`config.mk`:
```
export PLATFORM = sky130hd
export DESIGN_NAME = mia_ctrl
export DESIGN_NICKNAME = d
export VERILOG_FILES = /design/src/rtl/mia_pkg.sv /design/src/rtl/mia_ctrl.sv
export SDC_FILE = /design/constraint.sdc
export NUM_CORES = 1
export LEC_CHECK = 0
export BUFFER_PORTS_ARGS = -buffer_cell sky130_fd_sc_hd__buf_2
export CAP_MARGIN = 20
export CORE_AREA = 2 2 39 41
export DETAILED_ROUTE_END_ITERATION = 7
export DIE_AREA = 0 0 41 43
export PLACE_DENSITY_LB_ADDON = 0.08
export SLEW_MARGIN = 20
export SYNTH_ARGS = -nofsm -noshare
export SYNTH_HDL_FRONTEND = slang
export SYNTH_SLANG_ARGS = --single-unit
```
`constraint.sdc`:
```
create_clock -name aclk -period 0.9 [get_ports aclk]
set_input_delay 0.18 -clock aclk [delete_from_list [all_inputs] [get_ports aclk]]
set_output_delay 0.18 -clock aclk [all_outputs]
set_load 0.01 [all_outputs]
```
`src/rtl/mia_pkg.sv`:
```
`default_nettype none
package mia_pkg;

    typedef enum logic [2:0] {
        OP_NONE  = 3'd0,
        OP_LOAD  = 3'd1,
        OP_MUL   = 3'd2,
        OP_DIVST = 3'd3,
        OP_EMIT  = 3'd4
    } op_t;

    typedef struct packed {
        op_t        op;
        logic [3:0] addr_a;
        logic [3:0] addr_b;
        logic [1:0] acc_sel;
        logic       acc_clr;
        logic       acc_neg;
        logic [3:0] out_idx;
    } cmd_t;

    typedef struct packed {
        logic div_busy;
        logic out_full;
    } status_t;

endpackage
`default_nettype wire

```
`src/rtl/mia_ctrl.sv`:
```
`default_nettype none
module mia_ctrl (
    input  wire logic             aclk,
    input  wire logic             aresetn,
    input  wire logic             in_beat,
    input  wire mia_pkg::status_t stat,
    output logic                  s_ready,
    output logic                  start,
    output logic [3:0]            load_addr
);
    import mia_pkg::*;

    typedef enum logic [1:0] {ST_LOAD, ST_START, ST_WAIT} state_t;

    state_t     state_reg;
    logic [3:0] cnt_reg;

    always_ff @(posedge aclk) begin
        if (!aresetn) begin
            state_reg <= ST_LOAD;
            cnt_reg   <= '0;
        end else begin
            unique case (state_reg)
                ST_LOAD: begin
                    if (in_beat) begin
                        cnt_reg <= cnt_reg + 4'd1;
                        if (cnt_reg == 4'd15) state_reg <= ST_START;
                    end
                end
                ST_START: state_reg <= ST_WAIT;
                ST_WAIT: begin
                    if (!stat.div_busy && !stat.out_full) state_reg <= ST_LOAD;
                end
                default: state_reg <= ST_LOAD;
            endcase
        end
    end

    assign s_ready   = (state_reg == ST_LOAD);
    assign start     = (state_reg == ST_START);
    assign load_addr = cnt_reg;
endmodule
`default_nettype wire

```
==> flow_results.org, run 1 <==
** Floorplan
- Overall die height :: 43 um
- Once the floorplan was initialized, standard cells occupied 19.7% of the core.
- Count of pins on the block boundary :: 11
- In this run the standard cell core region covers 0.00138 mm2.
- Horiz. Die Dim :: 41 um
- The floorplan has 14 rows.
- The die covers 0.00176 mm2.

** Timing
- Across all hold checks on the routed design, the worst slack comes to 239 ps.
- Measured against its own limit, the worst slew margin works out to 81.3%.
- Setup violations remaining at the end of the flow were counted as 10.
- Fmax :: 0.856 GHz
- RSZ-0062 raised after global routing :: true
- Clock skew on the completed layout was measured at 0.431 ps.
- Part of the cycle the worst path needs :: 130%
- Final setup slack of the worst path :: -269 ps
- Max-slew violations :: 0
- Final Hold Violating Endpoints :: 0
- Slew @ Worst Pin :: 280 ps
- Counting I/O delays and the setup requirement, the final critical path takes 1170 ps.

** Place
- At the end of routability-driven placement, the weighted congestion stood at 0.683.
- Port buffering added 10 buffers.
- Placed instance count :: 56
- Half-perimeter wire length of the detailed placement result :: 451 um

** CTS
- CTS H-Tree Depth :: 1
- For the worst-skew pair, the clock arrives at the later sink with an insertion delay of 240 ps.
- The clock net in this run drives a total of 6 sinks.
- Buffers inserted to repair hold after CTS numbered 0.
- Clk pin slew, worst setup/hold paths :: 50 ps
- In this run the clock root is driven by a clkbuf_4.
- CTS tree :: done
- Maximum root-to-sink buffer count :: 2
- Counting the buffers created by CTS gives 3.

** Power
- Pwr dens :: 1300 mW/mm2
- The share of total power dissipated in combinational logic is 17.3%.
- Per report_power, the sequential group accounts for 44.5% of the total.
- Psw :: 0.145 mW
- IR analysis of the VDD net gives a maximum drop of 0.000496 V.
- Internal cell power :: 0.497 mW
- Per report_power, the clock group accounts for 38.2% of the total.
- Leak :: 0.244 nW
- Sw Share :: 22.6%

** Synthesis
- For this run, the register share of the synthesized area comes to 44.0%.
- Post-synthesis instance area :: 273 um2
- The average instance in the mapped netlist occupies 10.1 um2.
- The largest total area in the synthesized netlist belongs to dfxtp_1.
- The number of nets handed over by synthesis was 33.
- In this run, synthesis produced a sequential element count of 6.
- By area the synthesized netlist is led by dfxtp_1 44%, mux2i_1 11%, nor3b_4 6.9%, ha_1 4.6%, nand2b_1 4.6%.
- Cell count after synthesis :: 27
- The number of different library cells used by synthesis comes to 15.
- For this run, the number of Yosys warnings is 0.
- Of the post-synthesis cell area, the dominant cell type holds 44.0%.

** Route
- The first detailed-routing pass ran for 2 iterations.
- The detail route stage leaves a number of antenna-violating nets equal to 0.
- First DRT Iteration DRCs :: 1
- In the routed design, unresolved DRC markers number 0.
- Post-DR vias/cell :: 4.12
- After detailed routing, the average wire length per cell comes to 10.4 um.
- Via count of the routed design :: 268
- After detailed routing, the total wire length is 673 um.

** Worst setup path
- By startpoint and endpoint, the worst setup path is classified as register to output pin.
- The critical path goes through buf_6, and2b_2, buf_6.
- Slowest cell on crit path :: dfxtp_2
- Data on the critical path is required at its endpoint by 720 ps.
- The cell that appears most often on the critical path is buf_6.
- Largest fanout on the critical path :: 3
- WP data arrival :: 990 ps
- STA classifies the critical path startpoint as a register.
- Max incr delay on CP :: 320 ps
- Kind of end point of the critical path :: output pin

** GRT
- Initial antenna violation count :: 0
- Entering global routing, the biggest net connects 9 pins.
- Total GRT Usage :: 10.7%
- The first global-routing pass estimated 1130 um of wire.
- Number of global-route vias before repair :: 251
- Summed over all layers, the global routing overflow is 0.

** Finish
- The library cell used most frequently in the layout, excluding fill and tap cells, is buf_6.
- Count of nets after finishing :: 57
- Compared with the post-synthesis result, the final layout area differs by 81.2%.
- In the layout the commonest cells are 9 x buf_6, 6 x dfxtp_2, 5 x buf_2, 5 x buf_4.
- Final instance count without filler cells :: 65
- The register with the most flip-flops in the layout has 4 of them.
- Cells with a size suffix above 1 make up 65.3% of the layout.
- The layout has 152 filler cells.
- Total inserted antenna cells :: 0

** Status
- The run finished, with violations left.
- Violated checks :: setup timing

** Run
- Max-cap violation count :: 0

** Hold path
- HP Class :: input port to register
[cell type report]
class                   count  area [um2]  area share [%]
clock buffers               3        22.5            4.56
repair buffers             19         164            33.2
flip-flops and latches      6         128            25.8
well taps                  16        20.0            4.05
multi-input cells          21         160            32.4
[power by group through the flow]
stage,logic [mW],registers (mW),clock network [mW]
after CTS,0.102,0.285,0.262
after floorplan,0.0287,0.296,0
after global placement,0.0768,0.288,0
after detailed placement,0.0770,0.289,0
after global routing,0.122,0.286,0.296
final,0.111,0.286,0.246
[kinds of logic after synthesis]
family | share of synthesized area (%)
compound gates | 2.75
xor+xnor | 3.21
fa+ha+maj | 4.59
flops | 44.0
mux | 11.0
simple gates | 34.4
[cells in the mapped netlist]
cell	number
nand4_1	1
nor3b_1	1
mux2i_1	3
xor2_1	1
nand3_1	1
nand2_1	3
dfxtp_1	6
and2_1	1
nor2_1	3
nand2b_1	2
o21a_1	1
nor3b_4	1
and2b_2	1
nor2b_1	1
ha_1	1
[repair_timing]
item	in CTS	in global routing
endpoints found under the setup margin	12	12
endpoints found under the hold margin	0	0
gates resized for setup	9	5
pin swaps	5	2
gates cloned	0	0
setup buffers	3	3
[worst paths after layout]
| kind | startpoint | end | slack [ps] | depth (start not counted) |
|---|---|---|---|---|
| worst min register to register | load_addr[3] | load_addr[3] | 540 | 2 |
| worst max register to register | state_reg[0] | load_addr[1] | -230 | 4 |
| worst min-delay path | aresetn | state_reg[1] | 240 | 2 |
| worst max-delay path | state_reg[0] | start | -270 | 3 |
[worst max-delay path, delay by kind of cell (launching register included)]
family / cells / cell delay (ps)
flip-flops: 1 / 320
buffers and inverters: 2 / 230
AND/OR/NAND/NOR: 1 / 200
[metrics by stage]
stage	util, %	setup TNS [ps]	instance area [um2]	setup slack (ps)	power [mW]
6_report	35.7	-1370	494	-269	0.643
5_1_grt	35.7	-1920	494	-320	0.704
4_1_cts	32.4	-1410	448	-268	0.649
3_5_place_dp	26.7	-400	369	-91.2	0.366
3_3_place_gp	26.7	-341	369	-78.3	0.365
2_1_floorplan	-	-123	277	-46.9	0.325
[routing by layer]
layer | part of all wire, % | up-vias | global-route usage (%) | wire [um]
li1 | - | 138 | - | -
met1 | 38 | 124 | 11.6 | 256
met2 | 56 | 6 | 13.4 | 376
met3 | 5.9 | 0 | 7.85 | 40
met4 | 0 | 0 | 8.00 | 0
met5 | 0 | - | 0 | 0
Power figures use the tool's default switching activity.
==> run 2: changes to the inputs <==
REMOVE_ABC_BUFFERS = 1   (was default)
SLEW_MARGIN = 25   (was 20)
clock period = 1.4 ns   (was 0.9 ns; I/O delays follow)
==> run 2 against run 1 <==
  * The flow now finishes without violations
  * Die area did not move
  * Via count fell by 18%
  * Wire length fell by 21%
  * Critical path depth fell by 1
  * Largest cell class is now multi-input combinational cells
  * Non-clock buffer count fell by 9
  * Highest routed layer unchanged
  * Global-route usage fell by 3.2 points
  * Setup slack improved by 380 ps
  * Cell area fell by 26%
==> flow_results.org, run 2 (synthesis gave the netlist of run 1 again) <==
** Timing
- The worst path setup slack after routing came to 107 ps (+376 ps).
- Final critical delay including setup and external delays :: 1290 ps
- Final Hold Violating Endpoints :: 0 (unchanged)
- Based on the critical path, the design can be clocked at up to 0.774 GHz.
- Clock tree skew after final layout :: 2.74 ps (+2.31 ps)
- Final setup viols :: 0 (-10)
- The transition at the pin with the smallest max-transition slack is 258 ps (-22.1 ps).
- Accumulated negative setup slack :: 0 ps (+1370 ps)
- Max-slew violations :: 0 (unchanged)
- The final critical path takes up 92.3% of the cycle.
- Setup repair after global routing left no endpoint under its margin.
- Worst relative slew slack :: 82.8% (+1.5 points)

** Route
- The routed length on met2 was 234 um (-38%).
- M1 WL :: 252 um (-1.6%)
- The iteration-0 DRC count of the detailed router was 1 (unchanged).
- The average wire per standard cell was 9.54 um (-7.9%).
- Via count of the routed design :: 219 (-18%)
- Antenna violation net count after detailed routing :: 0 (unchanged)
- The detailed router used layers up to and including met3.
- The detail-routed via count per cell was 3.91 (-5.2%).
- DRC violation count after routing :: 0 (unchanged)
- The wire length reported by the detailed router is 534 um (-21%).
- First-pass detailed-route iteration total :: 2 (unchanged)
- Met3 Routed Length :: 48 um (+20%)

** CTS
- Gates resized, CTS repair :: 0 (-9)
- CTS hold repair buffers :: 0 (unchanged)
- The count of clock tree sinks came to 6 (unchanged).
- Clk pin slew, worst setup/hold paths :: 50 ps (about the same)
- The number of buffers created by CTS is 3 (unchanged).
- The post-CTS repair timing setup buffer count was 0 (-3).
- TritonCTS built the clock tree.
- Clock tree synthesis selected as its root buffer the cell clkbuf_4.
- Worst-skew pair later-pin latency :: 240 ps (about the same)
- Maximum root-to-sink buffer count :: 2 (unchanged)
- CTS H-Tree Depth :: 1 (unchanged)

** Floorplan
- Core ar. :: 0.00138 mm2 (unchanged)
- The die height came to 43 um (unchanged).
- The I/O pin total came to 11 (unchanged).
- Std cell rows :: 14 (unchanged)
- The overall die area was 0.00176 mm2 (unchanged).
- The x dimension of the die came to 41 um (unchanged).
- Initial cell density of the core :: 19.7% (unchanged)

** GRT
- Initial antenna violation count :: 0 (unchanged)
- The aggregate global-route resource usage was 7.44% (-3.2 points).
- Leftover overflow at the end of global routing :: 0 (unchanged)
- Pin count of the biggest net entering global routing :: 9 (unchanged)
- The number of global-route vias before repair was 196 (-22%).
- The first-pass GRT wire length is 786 um (-31%).

** Worst setup path
- Worst Path Class, Setup :: register to output pin
- The required time of the worst setup path was 1120 ps (+400 ps).
- Kind of end point of the critical path :: output pin
- The largest fanout of any net on the critical path came to 4 (+1).
- Kind of start point of the critical path :: register
- The data arrival time at the worst-slack endpoint came to 1010 ps (+20 ps).

** Place
- Post-DP Area :: 343 um2 (-7.1%)
- The count of buffers from port buffering came to 10 (unchanged).
- The pre-CTS setup slack is 362 ps (+453 ps).
- The routability-driven placement congestion ratio was 0.622 (-8.9%).

** Status
- Run status :: complete, no violations

** Finish
- Final Core Density :: 26.4% (-9.3 points)
- The top cell types in the final layout, fill and taps aside, are 10 x buf_2, 6 x dfxtp_1.
- Layout cell share with drive strength beyond 1 :: 37.5% (-28 points)
- Final Cell Area :: 365 um2 (-26%)
- The flip-flop count of the largest register after layout is 4 (unchanged).
- Total inserted antenna cells :: 0 (unchanged)
- Compared with the post-synthesis result, the final layout area differs by 33.9%.
- Count of nets after finishing :: 48 (-16%)
- Leaving out fill and tap cells, the most frequent cell in the layout is buf_2.

** Power
- Power consumption :: 0.385 mW (-40%)
- Pwr dens :: 1050 mW/mm2 (-19%)
- Worst supply voltage drop on vdd :: 0.000231 V (-53%)
- Leak :: 0.182 nW (-26%)

** Run
- Max-cap violation count :: 0 (unchanged)

** Hold path
- The tightest min-delay check is of the input port to register type.
## run 2: cell types whose count changed in the layout (fill, tap and decap cells not counted)
cell | previous run | this run
nand2_2 | 1 | 0
dfxtp_2 | 6 | 0
buf_4 | 5 | 0
nor3b_2 | 1 | 0
dfxtp_1 | 0 | 6
buf_6 | 9 | 0
nand2_1 | 2 | 3
nor3b_1 | 0 | 1
buf_2 | 5 | 10
## run 2: per-stage QoR
stage	cells	hold WS [ps]
after global routing	56	340
after CTS	56	333
after detailed placement	53	466
after global placement	53	470
after floorplan	27	398
final	56	335
## run 2: metal layers
layer  up-vias  GRT usage [%]
met4         0           10.0
met3         0           3.14
met1        95           7.74
met2         7           9.06
li1        117              -
met5         -              0
## run 2: power by group
group          total (mW)  internal, mW  switching [mW]
clock network       0.163        0.0972          0.0661
registers           0.184         0.178         0.00651
logic              0.0375        0.0202          0.0173
## run 2: critical path, stage by stage (launching register included)
cell	delay, ps
dfxtp_1	390
and2b_2	240
buf_2	130
## run 2: path summary, 6_finish.rpt
check | from | to | slack (ps) | depth (start not counted)
worst max-delay path | state_reg[1] | start | 110 | 2
worst min-delay path | aresetn | state_reg[1] | 340 | 2
worst max register to register | state_reg[1] | load_addr[1] | 380 | 3
worst min register to register | load_addr[3] | state_reg[0] | 480 | 2
## run 2: layout make-up
cell class	count	area [um2]
flip-flops and latches	6	120
repair buffers	10	50.0
clock buffers	3	22.5
well taps	16	20.0
fillers	158	1020
multi-input cells	21	153
